`config.mk`:
```
export PLATFORM = sky130hd
export DESIGN_NAME = json_string_unescape_utf8_top
export DESIGN_NICKNAME = d
export VERILOG_FILES = /design/src/hdl/jsu_pkg.sv /design/src/hdl/jsu_front.sv /design/src/hdl/jsu_queue.sv /design/src/hdl/jsu_back.sv /design/src/hdl/json_string_unescape_utf8_top.sv
export SDC_FILE = /design/constraint.sdc
export NUM_CORES = 1
export LEC_CHECK = 0
export ABC_AREA = 1
export BUFFER_PORTS_ARGS = -buffer_cell sky130_fd_sc_hd__buf_2
export CORE_ASPECT_RATIO = 2
export CORE_MARGIN = 8
export CORE_UTILIZATION = 62
export DETAILED_ROUTE_END_ITERATION = 7
export PLACE_DENSITY = 0.88
export SLEW_MARGIN = 20
export SYNTH_ARGS = -nofsm -noshare
export SYNTH_HDL_FRONTEND = slang
export SYNTH_SLANG_ARGS = --single-unit
```
`constraint.sdc`:
```
create_clock -name clk -period 10.3 [get_ports clk]
set_clock_uncertainty 0.1 [all_clocks]
set_input_delay 0.515 -clock clk [delete_from_list [all_inputs] [get_ports clk]]
set_output_delay 0.515 -clock clk [all_outputs]
set_load 0.02 [all_outputs]
```
`src/hdl/jsu_pkg.sv`:
```
// ============================================================================
// jsu_pkg
// Shared types and constants of the JSON string unescaper: the input item,
// the result item, error codes and the job record passed from decoder to
// serializer.
// ============================================================================
package jsu_pkg;

    // Most results one input byte can cause.
    localparam int MAX_RESULTS = 4;
    localparam int CNT_W       = $clog2(MAX_RESULTS + 1);
    localparam int IDX_W       = $clog2(MAX_RESULTS);

    // Default depth of the job queue between decoder and serializer.
    localparam int QUEUE_DEPTH = 2;

    typedef enum logic [2:0] {
        ERR_NONE   = 3'd0,
        ERR_ESCAPE = 3'd1,
        ERR_HEX    = 3'd2,
        ERR_CTRL   = 3'd3,
        ERR_LEAD   = 3'd4,
        ERR_TRUNC  = 3'd5
    } err_t;

    typedef struct packed {
        logic [7:0] in_byte;
        logic       single_quoted;
        logic       string_end;
    } item_t;

    typedef struct packed {
        logic [7:0] out_byte;
        logic       out_valid;
        err_t       error_code;
        logic       run_last;
        logic       string_done;
    } result_t;

    // One decoded result before the end-of-run flags are attached.
    typedef struct packed {
        logic [7:0] data;
        logic       valid;
        err_t       err;
    } piece_t;

    // All results of one input byte.
    typedef struct packed {
        logic [CNT_W-1:0]                cnt;
        piece_t [MAX_RESULTS-1:0]        piece;
        logic                            done;
    } job_t;

endpackage

```
`src/hdl/jsu_front.sv`:
```
// ============================================================================
// jsu_front
// Decoder: takes one raw string byte per cycle while take is high, tracks the
// escape and UTF-8 state and makes the byte a job of zero to four result pieces.
// ============================================================================
module jsu_front
(
    input  logic             clk,
    input  logic             rst_n,
    input  logic             take,
    input  jsu_pkg::item_t   item,
    output logic             job_push,
    output jsu_pkg::job_t    job
);

    typedef enum logic [2:0] {
        M_TEXT,
        M_ESC,
        M_HEX1,
        M_SBS,
        M_SU,
        M_HEX2,
        M_CONT,
        M_ERR
    } mode_t;

    localparam logic [7:0] CH_BSLASH = 8'h5C;
    localparam logic [7:0] CH_DQUOTE = 8'h22;
    localparam logic [7:0] CH_SLASH  = 8'h2F;
    localparam logic [7:0] CH_APOS   = 8'h27;
    localparam logic [7:0] CH_LOW_B  = 8'h62;
    localparam logic [7:0] CH_LOW_F  = 8'h66;
    localparam logic [7:0] CH_LOW_N  = 8'h6E;
    localparam logic [7:0] CH_LOW_R  = 8'h72;
    localparam logic [7:0] CH_LOW_T  = 8'h74;
    localparam logic [7:0] CH_LOW_U  = 8'h75;
    localparam logic [7:0] CTRL_MAX  = 8'h1F;
    localparam logic [7:0] LEAD2     = 8'hC0;
    localparam logic [7:0] LEAD3     = 8'hE0;
    localparam logic [7:0] LEAD4     = 8'hF0;
    localparam logic [7:0] CONT_MARK = 8'h80;
    localparam logic [15:0] HIGH_LO  = 16'hD800;
    localparam logic [15:0] HIGH_HI  = 16'hDBFF;
    localparam logic [20:0] SUPP_BASE = 21'h10000;

    mode_t       mode_reg, mode_next;
    logic [1:0]  hcnt_reg, hcnt_next;
    logic [11:0] acc_reg,  acc_next;
    logic [9:0]  high_reg, high_next;
    logic [1:0]  cont_reg, cont_next;

    function automatic jsu_pkg::job_t add_piece(jsu_pkg::job_t j, logic [7:0] b, logic v,
                                                 jsu_pkg::err_t e);
        jsu_pkg::job_t r;
        r = j;
        if (j.cnt < jsu_pkg::CNT_W'(jsu_pkg::MAX_RESULTS))
        begin
            r.piece[j.cnt[jsu_pkg::IDX_W-1:0]] = '{data: b, valid: v, err: e};
            r.cnt = j.cnt + 1'b1;
        end
        return r;
    endfunction

    // Encode one code point as UTF-8 and append its bytes.
    function automatic jsu_pkg::job_t add_cp(jsu_pkg::job_t j, logic [20:0] cp);
        jsu_pkg::job_t   r;
        logic [2:0]      len;
        logic [3:0][7:0] bytes;
        r     = j;
        bytes = '0;
        if (cp[20:7] == '0)
        begin
            len      = 3'd1;
            bytes[0] = cp[7:0];
        end
        else if (cp[20:11] == '0)
        begin
            len      = 3'd2;
            bytes[0] = LEAD2 | {3'b000, cp[10:6]};
            bytes[1] = CONT_MARK | {2'b00, cp[5:0]};
        end
        else if (cp[20:16] == '0)
        begin
            len      = 3'd3;
            bytes[0] = LEAD3 | {4'b0000, cp[15:12]};
            bytes[1] = CONT_MARK | {2'b00, cp[11:6]};
            bytes[2] = CONT_MARK | {2'b00, cp[5:0]};
        end
        else
        begin
            len      = 3'd4;
            bytes[0] = LEAD4 | {5'b00000, cp[20:18]};
            bytes[1] = CONT_MARK | {2'b00, cp[17:12]};
            bytes[2] = CONT_MARK | {2'b00, cp[11:6]};
            bytes[3] = CONT_MARK | {2'b00, cp[5:0]};
        end
        for (int i = 0; i < 4; i++)
        begin
            if (3'(i) < len)
            begin
                r = add_piece(r, bytes[i], 1'b1, jsu_pkg::ERR_NONE);
            end
        end
        return r;
    endfunction

    function automatic logic [20:0] lone_cp(logic [9:0] h);
        return {5'b00000, 6'b110110, h};
    endfunction

    logic [7:0]  b;
    logic        hex_ok;
    logic [3:0]  hex_val;
    logic [15:0] code16;
    logic        do_text;
    logic        do_esc;

    assign b      = item.in_byte;
    assign code16 = {acc_reg, hex_val};

    always_comb
    begin
        hex_ok  = 1'b1;
        hex_val = '0;
        if (b >= 8'h30 && b <= 8'h39)
        begin
            hex_val = 4'(b - 8'h30);
        end
        else if (b >= 8'h61 && b <= 8'h66)
        begin
            hex_val = 4'(b - 8'h57);
        end
        else if (b >= 8'h41 && b <= 8'h46)
        begin
            hex_val = 4'(b - 8'h37);
        end
        else
        begin
            hex_ok = 1'b0;
        end
    end

    always_comb
    begin
        job       = '0;
        mode_next = mode_reg;
        hcnt_next = hcnt_reg;
        acc_next  = acc_reg;
        high_next = high_reg;
        cont_next = cont_reg;
        do_text   = 1'b0;
        do_esc    = 1'b0;

        unique case (mode_reg)
            M_TEXT:
            begin
                do_text = 1'b1;
            end
            M_ESC:
            begin
                do_esc = 1'b1;
            end
            M_HEX1, M_HEX2:
            begin
                if (!hex_ok)
                begin
                    job       = add_piece(job, 8'h00, 1'b0, jsu_pkg::ERR_HEX);
                    mode_next = M_ERR;
                    hcnt_next = '0;
                    acc_next  = '0;
                    cont_next = '0;
                end
                else if (hcnt_reg != 2'd3)
                begin
                    acc_next  = {acc_reg[7:0], hex_val};
                    hcnt_next = hcnt_reg + 2'd1;
                end
                else
                begin
                    hcnt_next = '0;
                    acc_next  = '0;
                    if (mode_reg == M_HEX2)
                    begin
                        job = add_cp(job, SUPP_BASE + {1'b0, high_reg, code16[9:0]});
                        mode_next = M_TEXT;
                    end
                    else if (code16 >= HIGH_LO && code16 <= HIGH_HI)
                    begin
                        high_next = code16[9:0];
                        mode_next = M_SBS;
                    end
                    else
                    begin
                        job       = add_cp(job, {5'b00000, code16});
                        mode_next = M_TEXT;
                    end
                end
            end
            M_SBS:
            begin
                if (b == CH_BSLASH)
                begin
                    mode_next = M_SU;
                end
                else
                begin
                    job       = add_cp(job, lone_cp(high_reg));
                    mode_next = M_TEXT;
                    do_text   = 1'b1;
                end
            end
            M_SU:
            begin
                if (b == CH_LOW_U)
                begin
                    mode_next = M_HEX2;
                    hcnt_next = '0;
                    acc_next  = '0;
                end
                else
                begin
                    job    = add_cp(job, lone_cp(high_reg));
                    do_esc = 1'b1;
                end
            end
            M_CONT:
            begin
                job       = add_piece(job, b, 1'b1, jsu_pkg::ERR_NONE);
                cont_next = cont_reg - 2'd1;
                if (cont_reg == 2'd1)
                begin
                    mode_next = M_TEXT;
                end
            end
            M_ERR:
            begin
                // drop bytes until the string closes
            end
            default:
            begin
            end
        endcase

        if (do_text)
        begin
            if (b == CH_BSLASH)
            begin
                mode_next = M_ESC;
            end
            else if (!b[7])
            begin
                if (b <= CTRL_MAX)
                begin
                    job       = add_piece(job, 8'h00, 1'b0, jsu_pkg::ERR_CTRL);
                    mode_next = M_ERR;
                    hcnt_next = '0;
                    acc_next  = '0;
                    cont_next = '0;
                end
                else
                begin
                    job = add_piece(job, b, 1'b1, jsu_pkg::ERR_NONE);
                end
            end
            else if (b[7:5] != 3'b110 && b[7:4] != 4'b1110 && b[7:3] != 5'b11110)
            begin
                job       = add_piece(job, 8'h00, 1'b0, jsu_pkg::ERR_LEAD);
                mode_next = M_ERR;
                hcnt_next = '0;
                acc_next  = '0;
                cont_next = '0;
            end
            else if (item.string_end)
            begin
                job       = add_piece(job, 8'h00, 1'b0, jsu_pkg::ERR_TRUNC);
                mode_next = M_ERR;
                hcnt_next = '0;
                acc_next  = '0;
                cont_next = '0;
            end
            else
            begin
                job       = add_piece(job, b, 1'b1, jsu_pkg::ERR_NONE);
                mode_next = M_CONT;
                if (b[7:5] == 3'b110)
                begin
                    cont_next = 2'd1;
                end
                else if (b[7:4] == 4'b1110)
                begin
                    cont_next = 2'd2;
                end
                else
                begin
                    cont_next = 2'd3;
                end
            end
        end

        if (do_esc)
        begin
            mode_next = M_TEXT;
            unique case (b)
                CH_DQUOTE: job = add_piece(job, CH_DQUOTE, 1'b1, jsu_pkg::ERR_NONE);
                CH_BSLASH: job = add_piece(job, CH_BSLASH, 1'b1, jsu_pkg::ERR_NONE);
                CH_SLASH:  job = add_piece(job, CH_SLASH, 1'b1, jsu_pkg::ERR_NONE);
                CH_LOW_B:  job = add_piece(job, 8'h08, 1'b1, jsu_pkg::ERR_NONE);
                CH_LOW_F:  job = add_piece(job, 8'h0C, 1'b1, jsu_pkg::ERR_NONE);
                CH_LOW_N:  job = add_piece(job, 8'h0A, 1'b1, jsu_pkg::ERR_NONE);
                CH_LOW_R:  job = add_piece(job, 8'h0D, 1'b1, jsu_pkg::ERR_NONE);
                CH_LOW_T:  job = add_piece(job, 8'h09, 1'b1, jsu_pkg::ERR_NONE);
                CH_APOS:
                begin
                    if (item.single_quoted)
                    begin
                        job = add_piece(job, CH_APOS, 1'b1, jsu_pkg::ERR_NONE);
                    end
                    else
                    begin
                        job       = add_piece(job, 8'h00, 1'b0, jsu_pkg::ERR_ESCAPE);
                        mode_next = M_ERR;
                        hcnt_next = '0;
                        acc_next  = '0;
                        cont_next = '0;
                    end
                end
                CH_LOW_U:
                begin
                    mode_next = M_HEX1;
                    hcnt_next = '0;
                    acc_next  = '0;
                end
                default:
                begin
                    job       = add_piece(job, 8'h00, 1'b0, jsu_pkg::ERR_ESCAPE);
                    mode_next = M_ERR;
                    hcnt_next = '0;
                    acc_next  = '0;
                    cont_next = '0;
                end
            endcase
        end

        // Close the string: flush what is pending, then return to reset state.
        if (item.string_end)
        begin
            unique case (mode_next)
                M_ESC, M_SU: job = add_piece(job, 8'h00, 1'b0, jsu_pkg::ERR_ESCAPE);
                M_HEX1, M_HEX2: job = add_piece(job, 8'h00, 1'b0, jsu_pkg::ERR_HEX);
                M_SBS: job = add_cp(job, lone_cp(high_next));
                M_CONT: job = add_piece(job, 8'h00, 1'b0, jsu_pkg::ERR_TRUNC);
                default:
                begin
                end
            endcase
            mode_next = M_TEXT;
            hcnt_next = '0;
            acc_next  = '0;
            high_next = '0;
            cont_next = '0;
            if (job.cnt == '0)
            begin
                job = add_piece(job, 8'h00, 1'b0, jsu_pkg::ERR_NONE);
            end
        end
        job.done = item.string_end;
    end

    assign job_push = take && (job.cnt != '0);

    always_ff @(posedge clk or negedge rst_n)
    begin
        if (!rst_n)
        begin
            mode_reg <= M_TEXT;
            hcnt_reg <= '0;
            acc_reg  <= '0;
            high_reg <= '0;
            cont_reg <= '0;
        end
        else if (take)
        begin
            mode_reg <= mode_next;
            hcnt_reg <= hcnt_next;
            acc_reg  <= acc_next;
            high_reg <= high_next;
            cont_reg <= cont_next;
        end
    end

endmodule

```
`src/hdl/jsu_queue.sv`:
```
// ============================================================================
// jsu_queue
// Short job queue that decouples the decoder from the serializer.
// ============================================================================
module jsu_queue #(
    parameter int DEPTH = jsu_pkg::QUEUE_DEPTH
)
(
    input  logic           clk,
    input  logic           rst_n,
    input  logic           wr_en,
    input  jsu_pkg::job_t  wr_data,
    output logic           full,
    input  logic           rd_en,
    output logic           rd_valid,
    output jsu_pkg::job_t  rd_data
);

    localparam int PTR_W = (DEPTH > 1) ? $clog2(DEPTH) : 1;
    localparam int CNT_W = $clog2(DEPTH + 1);

    jsu_pkg::job_t    mem [DEPTH];
    logic [PTR_W-1:0] wr_ptr_reg, wr_ptr_next;
    logic [PTR_W-1:0] rd_ptr_reg, rd_ptr_next;
    logic [CNT_W-1:0] cnt_reg,    cnt_next;
    logic             do_wr, do_rd;

    assign full     = (cnt_reg == CNT_W'(DEPTH));
    assign rd_valid = (cnt_reg != '0);
    assign rd_data  = mem[rd_ptr_reg];
    assign do_wr    = wr_en && !full;
    assign do_rd    = rd_en && rd_valid;

    always_comb
    begin
        wr_ptr_next = wr_ptr_reg;
        rd_ptr_next = rd_ptr_reg;
        if (do_wr)
        begin
            wr_ptr_next = (wr_ptr_reg == PTR_W'(DEPTH - 1)) ? '0 : wr_ptr_reg + 1'b1;
        end
        if (do_rd)
        begin
            rd_ptr_next = (rd_ptr_reg == PTR_W'(DEPTH - 1)) ? '0 : rd_ptr_reg + 1'b1;
        end
        cnt_next = cnt_reg + CNT_W'(do_wr) - CNT_W'(do_rd);
    end

    always_ff @(posedge clk)
    begin
        if (do_wr)
        begin
            mem[wr_ptr_reg] <= wr_data;
        end
    end

    always_ff @(posedge clk or negedge rst_n)
    begin
        if (!rst_n)
        begin
            wr_ptr_reg <= '0;
            rd_ptr_reg <= '0;
            cnt_reg    <= '0;
        end
        else
        begin
            wr_ptr_reg <= wr_ptr_next;
            rd_ptr_reg <= rd_ptr_next;
            cnt_reg    <= cnt_next;
        end
    end

endmodule

```
`src/hdl/jsu_back.sv`:
```
// ============================================================================
// jsu_back
// Serializer: walks the pieces of the head job one per cycle into the result
// register while it is empty or popped, and marks the last result of each job.
// ============================================================================
module jsu_back
(
    input  logic              clk,
    input  logic              rst_n,
    input  logic              job_valid,
    input  jsu_pkg::job_t     job,
    output logic              job_pop,
    output logic              empty,
    input  logic              pop,
    output jsu_pkg::result_t  result
);

    logic [jsu_pkg::IDX_W-1:0] idx_reg,  idx_next;
    logic                      full_reg, full_next;
    jsu_pkg::result_t          out_reg,  out_next;
    logic                      advance;
    logic                      last;
    jsu_pkg::piece_t           cur;

    assign empty   = !full_reg;
    assign result  = out_reg;
    assign advance = !full_reg || pop;
    assign cur     = job.piece[idx_reg];
    assign last    = (jsu_pkg::CNT_W'(idx_reg) == job.cnt - 1'b1);
    assign job_pop = job_valid && advance && last;

    always_comb
    begin
        idx_next  = idx_reg;
        full_next = full_reg;
        out_next  = out_reg;
        if (job_valid && advance)
        begin
            out_next.out_byte    = cur.data;
            out_next.out_valid   = cur.valid;
            out_next.error_code  = cur.err;
            out_next.run_last    = last;
            out_next.string_done = last && job.done;
            full_next            = 1'b1;
            idx_next             = last ? '0 : idx_reg + 1'b1;
        end
        else if (pop)
        begin
            full_next = 1'b0;
        end
    end

    always_ff @(posedge clk)
    begin
        out_reg <= out_next;
    end

    always_ff @(posedge clk or negedge rst_n)
    begin
        if (!rst_n)
        begin
            idx_reg  <= '0;
            full_reg <= 1'b0;
        end
        else
        begin
            idx_reg  <= idx_next;
            full_reg <= full_next;
        end
    end

endmodule

```
`src/hdl/json_string_unescape_utf8_top.sv`:
```
// ============================================================================
// json_string_unescape_utf8_top
// Streaming JSON string unescaper: raw string-body bytes in, UTF-8 out.
// ============================================================================
// Feed the bytes of one quoted string body through push/full, one transfer
// per byte, with string_end set on the last byte. Each byte yields zero to
// four results on the empty/pop side; run_last marks the last result of a
// byte and string_done the last result of a string. Simple escapes, \uXXXX
// (with surrogate pairing) and the single-quote escape are decoded; an error
// gives one result with out_valid low and the error code, after which bytes
// are dropped until the string ends. A byte is taken every cycle while the
// job queue has room; the serializer drains one result per cycle while its
// result register is empty or popped, and the decoder keeps filling the
// QUEUE_DEPTH-entry job queue while a byte's results drain. The first result
// of a byte passes through the job queue and the result register to the ports.
// ============================================================================
module json_string_unescape_utf8_top #(
    parameter int QUEUE_DEPTH = jsu_pkg::QUEUE_DEPTH
)
(
    input  logic              clk,
    input  logic              rst_n,
    input  logic              push,
    output logic              full,
    input  jsu_pkg::item_t    item,
    output logic              empty,
    input  logic              pop,
    output jsu_pkg::result_t  result
);

    logic           take;
    logic           front_push;
    jsu_pkg::job_t  front_job;
    logic           q_full;
    logic           q_valid;
    logic           q_pop;
    jsu_pkg::job_t  q_job;

    // Accept a byte whenever the job queue can hold its results.
    assign full = q_full;
    assign take = push && !q_full;

    jsu_front u_front (
        .clk      (clk),
        .rst_n    (rst_n),
        .take     (take),
        .item     (item),
        .job_push (front_push),
        .job      (front_job)
    );

    // Hold decoded jobs while the serializer works through multibyte output.
    jsu_queue #(
        .DEPTH (QUEUE_DEPTH)
    ) u_queue (
        .clk      (clk),
        .rst_n    (rst_n),
        .wr_en    (front_push),
        .wr_data  (front_job),
        .full     (q_full),
        .rd_en    (q_pop),
        .rd_valid (q_valid),
        .rd_data  (q_job)
    );

    // Advance one result per cycle into the output register if free or popped.
    jsu_back u_back (
        .clk       (clk),
        .rst_n     (rst_n),
        .job_valid (q_valid),
        .job       (q_job),
        .job_pop   (q_pop),
        .empty     (empty),
        .pop       (pop),
        .result    (result)
    );

endmodule

```
==> results of run 1 <==
## cells in the final DEF (no fill, tap or decap), types with 4 or more instances in the layout
master,n
o32ai_1,10
o2111ai_1,7
clkinv_1,5
buf_2,29
o221ai_1,17
o21ai_0,159
o311ai_0,6
nand3_2,7
nand4_1,14
nand2_1,266
inv_1,194
nor2_2,12
nor2_4,6
inv_6,6
nor2_1,181
o211ai_1,15
inv_2,22
nand3_1,69
ha_1,33
o22ai_1,69
a31oi_1,19
edfxtp_1,118
a22oi_1,12
clkbuf_16,17
nand2_4,5
xor2_1,6
dfrtp_1,36
nor3_1,19
buf_4,12
o31ai_1,6
nand2_2,16
o21ai_1,6
o21ai_2,4
a21oi_1,41
a41oi_1,5
## worst reg2reg max path: cells and delay by family, from the launching register on
kind | cells | cell delay (ns)
simple gates | 18 | 3.54
fa+ha+maj | 6 | 1.55
compound gates | 3 | 1.32
buf+inv | 7 | 0.90
flops | 1 | 0.44
## layout make-up
class / instances / area (µm²) / area share
Multi-Input combinational cell: 1054 / 5763 / 0.4742
Sequential cell: 154 / 4444 / 0.3657
Inverter: 223 / 840.8 / 0.06919
Clock buffer: 17 / 425.4 / 0.03500
Tap cell: 213 / 266.5 / 0.02193
Timing Repair Buffer: 41 / 235.2 / 0.01936
Clock inverter: 15 / 177.7 / 0.01462
## cells by family (layout without fill, tap and decap cells)
group / count (synthesis) / after routing / share of synthesized area
flops: 154 / 154 / 0.3958
xor+xnor: 7 / 7 / 0.005460
buf+inv: 268 / 296 / 0.09160
fa+ha+maj: 33 / 33 / 0.03677
mux: 3 / 3 / 0.002674
simple gates: 610 / 610 / 0.2464
compound gates: 401 / 401 / 0.2213
## per-stage QoR
| stage | utilization | worst slack [ns] | hold slack (ns) | instances |
|---|---|---|---|---|
| 6_report | 0.6833 | 2.067 | 0.1263 | 1717 |
| 5_1_grt | 0.6833 | 1.628 | 0.2000 | 1717 |
| 4_1_cts | 0.6833 | 2.560 | 0.1589 | 1717 |
| 3_5_place_dp | 0.6494 | 2.532 | 0.3609 | 1685 |
| 3_3_place_gp | 0.6494 | 2.842 | 0.3628 | 1685 |
| 2_1_floorplan | - | 2.114 | 0.1194 | 1476 |
## worst max-delay path by stage
| stage | start | endpoint | slack, ns | cells after the start |
|---|---|---|---|---|
| after CTS | u_front.high_reg[6] | u_queue.mem[0][41] | 2.56 | 44 |
| after detailed placement | item[2] | u_queue.mem[0][10] | 2.53 | 45 |
| final | u_front.high_reg[6] | u_queue.mem[1][45] | 2.07 | 34 |
| after global placement | item[3] | u_queue.mem[0][7] | 2.84 | 44 |
| after floorplan | item[3] | u_queue.mem[1][0] | 2.11 | 43 |
| after global routing | u_front.high_reg[6] | u_queue.mem[0][41] | 1.63 | 44 |
## metal layers
| layer | global-route usage | wire, µm |
|---|---|---|
| met5 | 0 | 0 |
| met4 | 0.3685 | 4558 |
| met3 | 0.1040 | 4281 |
| met2 | 0.7069 | 23300 |
| met1 | 0.3731 | 14140 |
==> out/summary.txt, run 1 <==
R2R Path Start: u_front.high_reg[6]
Worst setup SP type: register
post-synth top area share: 0.3156
CTS resizes: 0
ratio of cells with drive above 1 in the final layout: 0.1090
gate count after technology mapping: 1,476
quantity of hold-fixing buffers added after cts: 0
total count of hold-check failures in the final report: 0
Data arrival, critical path: 8.19 ns
Worst path top cell family by delay: simple AND/OR/NAND/NOR gates
post-synthesis async set-or-reset flop share: 0.2338
number of antenna diodes: 0
max reg flops: 104
per-cell routed wire length: 26.95 µm
number of buffer and inverter instances along the worst setup path: 7
first-pass GRT wire length: 68.68 mm
1st-iter DRT viols: 1,337
number of buffers between clock root and the deepest sink: 2
sum of overflow across all layers after global routing: 0
worst hold path class: input pin to async pin
count of filler cells inserted in the layout: 1,510
final-report max-slew violation count: 0
Total GRT Usage: 0.4020
vias per cell: 6.865
number of post-CTS setup repair buffers: 0
synthesis-to-layout area growth: 8.235%
number of warnings issued by yosys: 0
Worst Reg-to-Reg Cells: 34
number of flip-flops and latches in the synthesized netlist: 154
leading post-synthesis cells by cell area: edfxtp_1, nand2_1, dfrtp_1
sequential element share of the synthesized area: 0.3958
crit path max fanout: 14
number of I/O pins: 30
total number of vias: 11,790
top-count cell post-synth: nand2_1
slack of the worst reg-to-reg path: 2.07 ns
Die Ht: 206.3 µm
Slew HR: 0.1681
placed wire-length estimate: 34.08 mm
die width: 111.2 µm
Die Outline Area: 22,930 µm²
vias in the first global route: 11,550
ranking of synthesized cells by instance count: nand2_1, inv_1, nor2_1
number of clock buffers inserted by TritonCTS: 17
peak per-stage delay on the critical path: 1.00 ns
Critical Setup Path Class: register to register
cell area after synthesis: 11,230 µm²
Cell Rows: 69
final worst path period share: 0.7993
clk_lat worst skew: 0.45 ns
number of port buffers: 29
Core Box Area: 17,780 µm²
count of different cell masters after synthesis: 60
initial core utilization: 0.6313
iteration count of the initial detailed-routing pass: 7
final worst path period need: 8.233 ns
actual transition at the worst max-transition pin: 1.235 ns
remaining routing DRC violations: 0
type of element capturing the critical path: register
status: finished, final reports clean
final setup vio count: 0
maximum number of pins on one net before global-route repair: 54
number of antenna violations at the first check in global routing: 0
area after detailed placement: 11,550 µm²
CTS tree: done
number of synthesized flops with an enable pin: 118
H-tree level count: 4
maximum capacitance violations: 0
Avg Inst Size Synth: 7.607 µm²
clock edge transition at the registers on the reported setup and hold paths: 0.08 ns
Post-Syn Nets: 1,523
count of clock tree sinks: 154
RSZ-0062 raised after global routing: false
post-route cell area: 12,150 µm²
cell type with the highest occurrence count on the critical path: nand2_1
clock root buffer master: clkbuf_16
f_max: 0.1215 GHz
Final Wtd Congestion: 1.086
number of nets in the layout: 1,538
accumulated negative setup slack: 0 ns
data required time at the worst endpoint: 10.26 ns
Critical Path Slowest Stage Cell: o21ai_0
total detailed-routing wirelength: 46.28 mm
reg-to-reg endpoint: u_queue.mem[1][45]
Top FF cell, synth: edfxtp_1
top cell type by total area after synthesis: edfxtp_1
remaining number of nets flagged by the antenna check after routing: 0
Power of run 1 is left out: the tool's default activity adds up to more than one toggle a clock period on the data nets, which glitch-free logic cannot reach.
==> run 2: changes to the inputs <==
--- a/config.mk
+++ b/config.mk
@@ -9,9 +9,9 @@
 export BUFFER_PORTS_ARGS = -buffer_cell sky130_fd_sc_hd__buf_2
 export CORE_ASPECT_RATIO = 2
 export CORE_MARGIN = 8
-export CORE_UTILIZATION = 62
+export CORE_UTILIZATION = 58
 export DETAILED_ROUTE_END_ITERATION = 7
-export PLACE_DENSITY = 0.88
+export PLACE_DENSITY = 0.87
 export SLEW_MARGIN = 20
 export SYNTH_ARGS = -nofsm -noshare
 export SYNTH_HDL_FRONTEND = slang
==> constraint.sdc (replaced) <==
create_clock -name clk -period 6.9 [get_ports clk]
set_clock_uncertainty 0.1 [all_clocks]
set_input_delay 0.345 -clock clk [delete_from_list [all_inputs] [get_ports clk]]
set_output_delay 0.345 -clock clk [all_outputs]
set_load 0.02 [all_outputs]
==> out/summary.txt, run 2 (synthesis gave the netlist of run 1 again) <==
final-report max-slew violation count: 0
commonest cells after routing, fill and taps aside: nand2_1, inv_1, nor2_1
total number of vias: 11,760
Data arrival, critical path: 6.47 ns
least setup slack across all paths after layout: 0.4627 ns
Worst Reg-to-Reg Cells: 41
Die Outline Area: 24,340 µm²
clk_lat worst skew: 0.46 ns
number of I/O pins: 30
Slew HR: 0.3470
remaining number of nets flagged by the antenna check after routing: 0
final worst path period need: 6.437 ns
placed wire-length estimate: 33.36 mm
Final Wtd Congestion: 1.081
clock root buffer master: clkbuf_16
max reg flops: 104
total detailed-routing wirelength: 45.65 mm
die width: 114.4 µm
number of buffer and inverter instances along the worst setup path: 10
maximum number of pins on one net before global-route repair: 54
worst setup path end: u_queue.mem[1][32]
Util after Layout: 0.6592
peak per-stage delay on the critical path: 0.44 ns
type of element capturing the critical path: register
most common cell after layout, fill and taps aside: nand2_1
ratio of cells with drive above 1 in the final layout: 0.1351
data required time at the worst endpoint: 6.93 ns
reg-to-reg endpoint: u_queue.mem[1][32]
Cell Rows: 72
number of antenna violations at the first check in global routing: 0
crit path max fanout: 45
Worst path depth: 41
R2R Path Start: u_front.mode_reg[1]
status: finished, final reports clean
clock edge transition at the registers on the reported setup and hold paths: 0.07 ns
CTS tree: done
number of buffers between clock root and the deepest sink: 2
number of port buffers: 29
Die Ht: 212.8 µm
vias per cell: 6.499
1st-iter DRT viols: 1,357
number of nets in the layout: 1,581
Total GRT Usage: 0.3876
iteration count of the initial detailed-routing pass: 5
sum of overflow across all layers after global routing: 0
remaining routing DRC violations: 0
first-pass GRT wire length: 68.55 mm
Core Box Area: 19,190 µm²
synthesis-to-layout area growth: 12.66%
worst hold path class: input pin to register
cell type with the highest occurrence count on the critical path: nand2_1
count of filler cells inserted in the layout: 1,686
Worst path top cell family by delay: simple AND/OR/NAND/NOR gates
vias in the first global route: 11,790
total count of hold-check failures in the final report: 0
Critical Setup Path Class: register to register
slack of the worst reg-to-reg path: 0.46 ns
final instance count without filler cells: 1,809
per-cell routed wire length: 25.23 µm
f_max: 0.1553 GHz
final worst path period share: 0.9329
maximum capacitance violations: 0
Critical Path Slowest Stage Cell: dfrtp_1
Worst setup SP type: register
H-tree level count: 4
initial core utilization: 0.5852
timing startpoint of the critical path: u_front.mode_reg[1]
final setup vio count: 0
worst setup timing slack at the placement stage: 0.2903 ns
Post-Place Cells: 1,771
number of clock buffers inserted by TritonCTS: 17
final hold slack: 0.2913 ns
count of clock tree sinks: 154
actual transition at the worst max-transition pin: 0.9672 ns
run 2: timing repair:
item                                   CTS  global route
setup endpoints to repair                0            91
gates resized for setup                  0             8
endpoints found under the hold margin   37             0
hold buffers                             2             0
setup buffers                            0             1
run 2: layout make-up:
class | count | area [µm²] | share of cell area
Inverter | 223 | 842.1 | 0.06657
Timing Repair Buffer | 84 | 603.1 | 0.04768
Multi-Input combinational cell | 1054 | 5792 | 0.4579
Tap cell | 259 | 324.1 | 0.02562
Antenna cell | 3 | 7.507 | 0.0005935
Sequential cell | 154 | 4446 | 0.3514
Clock inverter | 15 | 210.2 | 0.01662
Clock buffer | 17 | 425.4 | 0.03363
run 2: per-stage QoR:
| step | TNS, ns | cell area [µm²] |
|---|---|---|
| floorplan | 0 | 11240 |
| global placement | 0 | 11940 |
| detailed placement | 0 | 11940 |
| CTS | 0 | 12600 |
| global route | -0.04604 | 12640 |
| finish | 0 | 12650 |
run 2: how the worst min path moves through the flow:
| stage | endpoint | slack (ns) | depth (start not counted) | start |
|---|---|---|---|---|
| 6_report | u_front.cont_reg[1] | 0.29 | 3 | item[7] |
| 3_5_place_dp | u_queue.wr_ptr_reg | 0.40 | 2 | u_queue.wr_ptr_reg |
| 5_1_grt | u_front.cont_reg[1] | 0.29 | 3 | item[7] |
| 3_3_place_gp | u_queue.wr_ptr_reg | 0.35 | 2 | u_queue.wr_ptr_reg |
| 4_1_cts | u_front.cont_reg[1] | 0.25 | 3 | item[7] |
| 2_1_floorplan | u_back.full_reg | -0.05 | 0 | rst_n |
run 2: metal layers:
layer	wire (µm)	up-vias	global-route usage	part of all wire
met4	4838	0	0.3597	0.11
met2	22600	778	0.6661	0.50
met3	4421	291	0.1297	0.097
li1	-	5253	-	-
met5	0	-	0	0
met1	13790	5435	0.3494	0.30
run 2: tightest hold or removal path, cell delays in order:
cell and delay (ns):
buf_2 0.17, a32oi_1 0.13, o22ai_1 0.14
Power of run 2 is left out for the same reason.
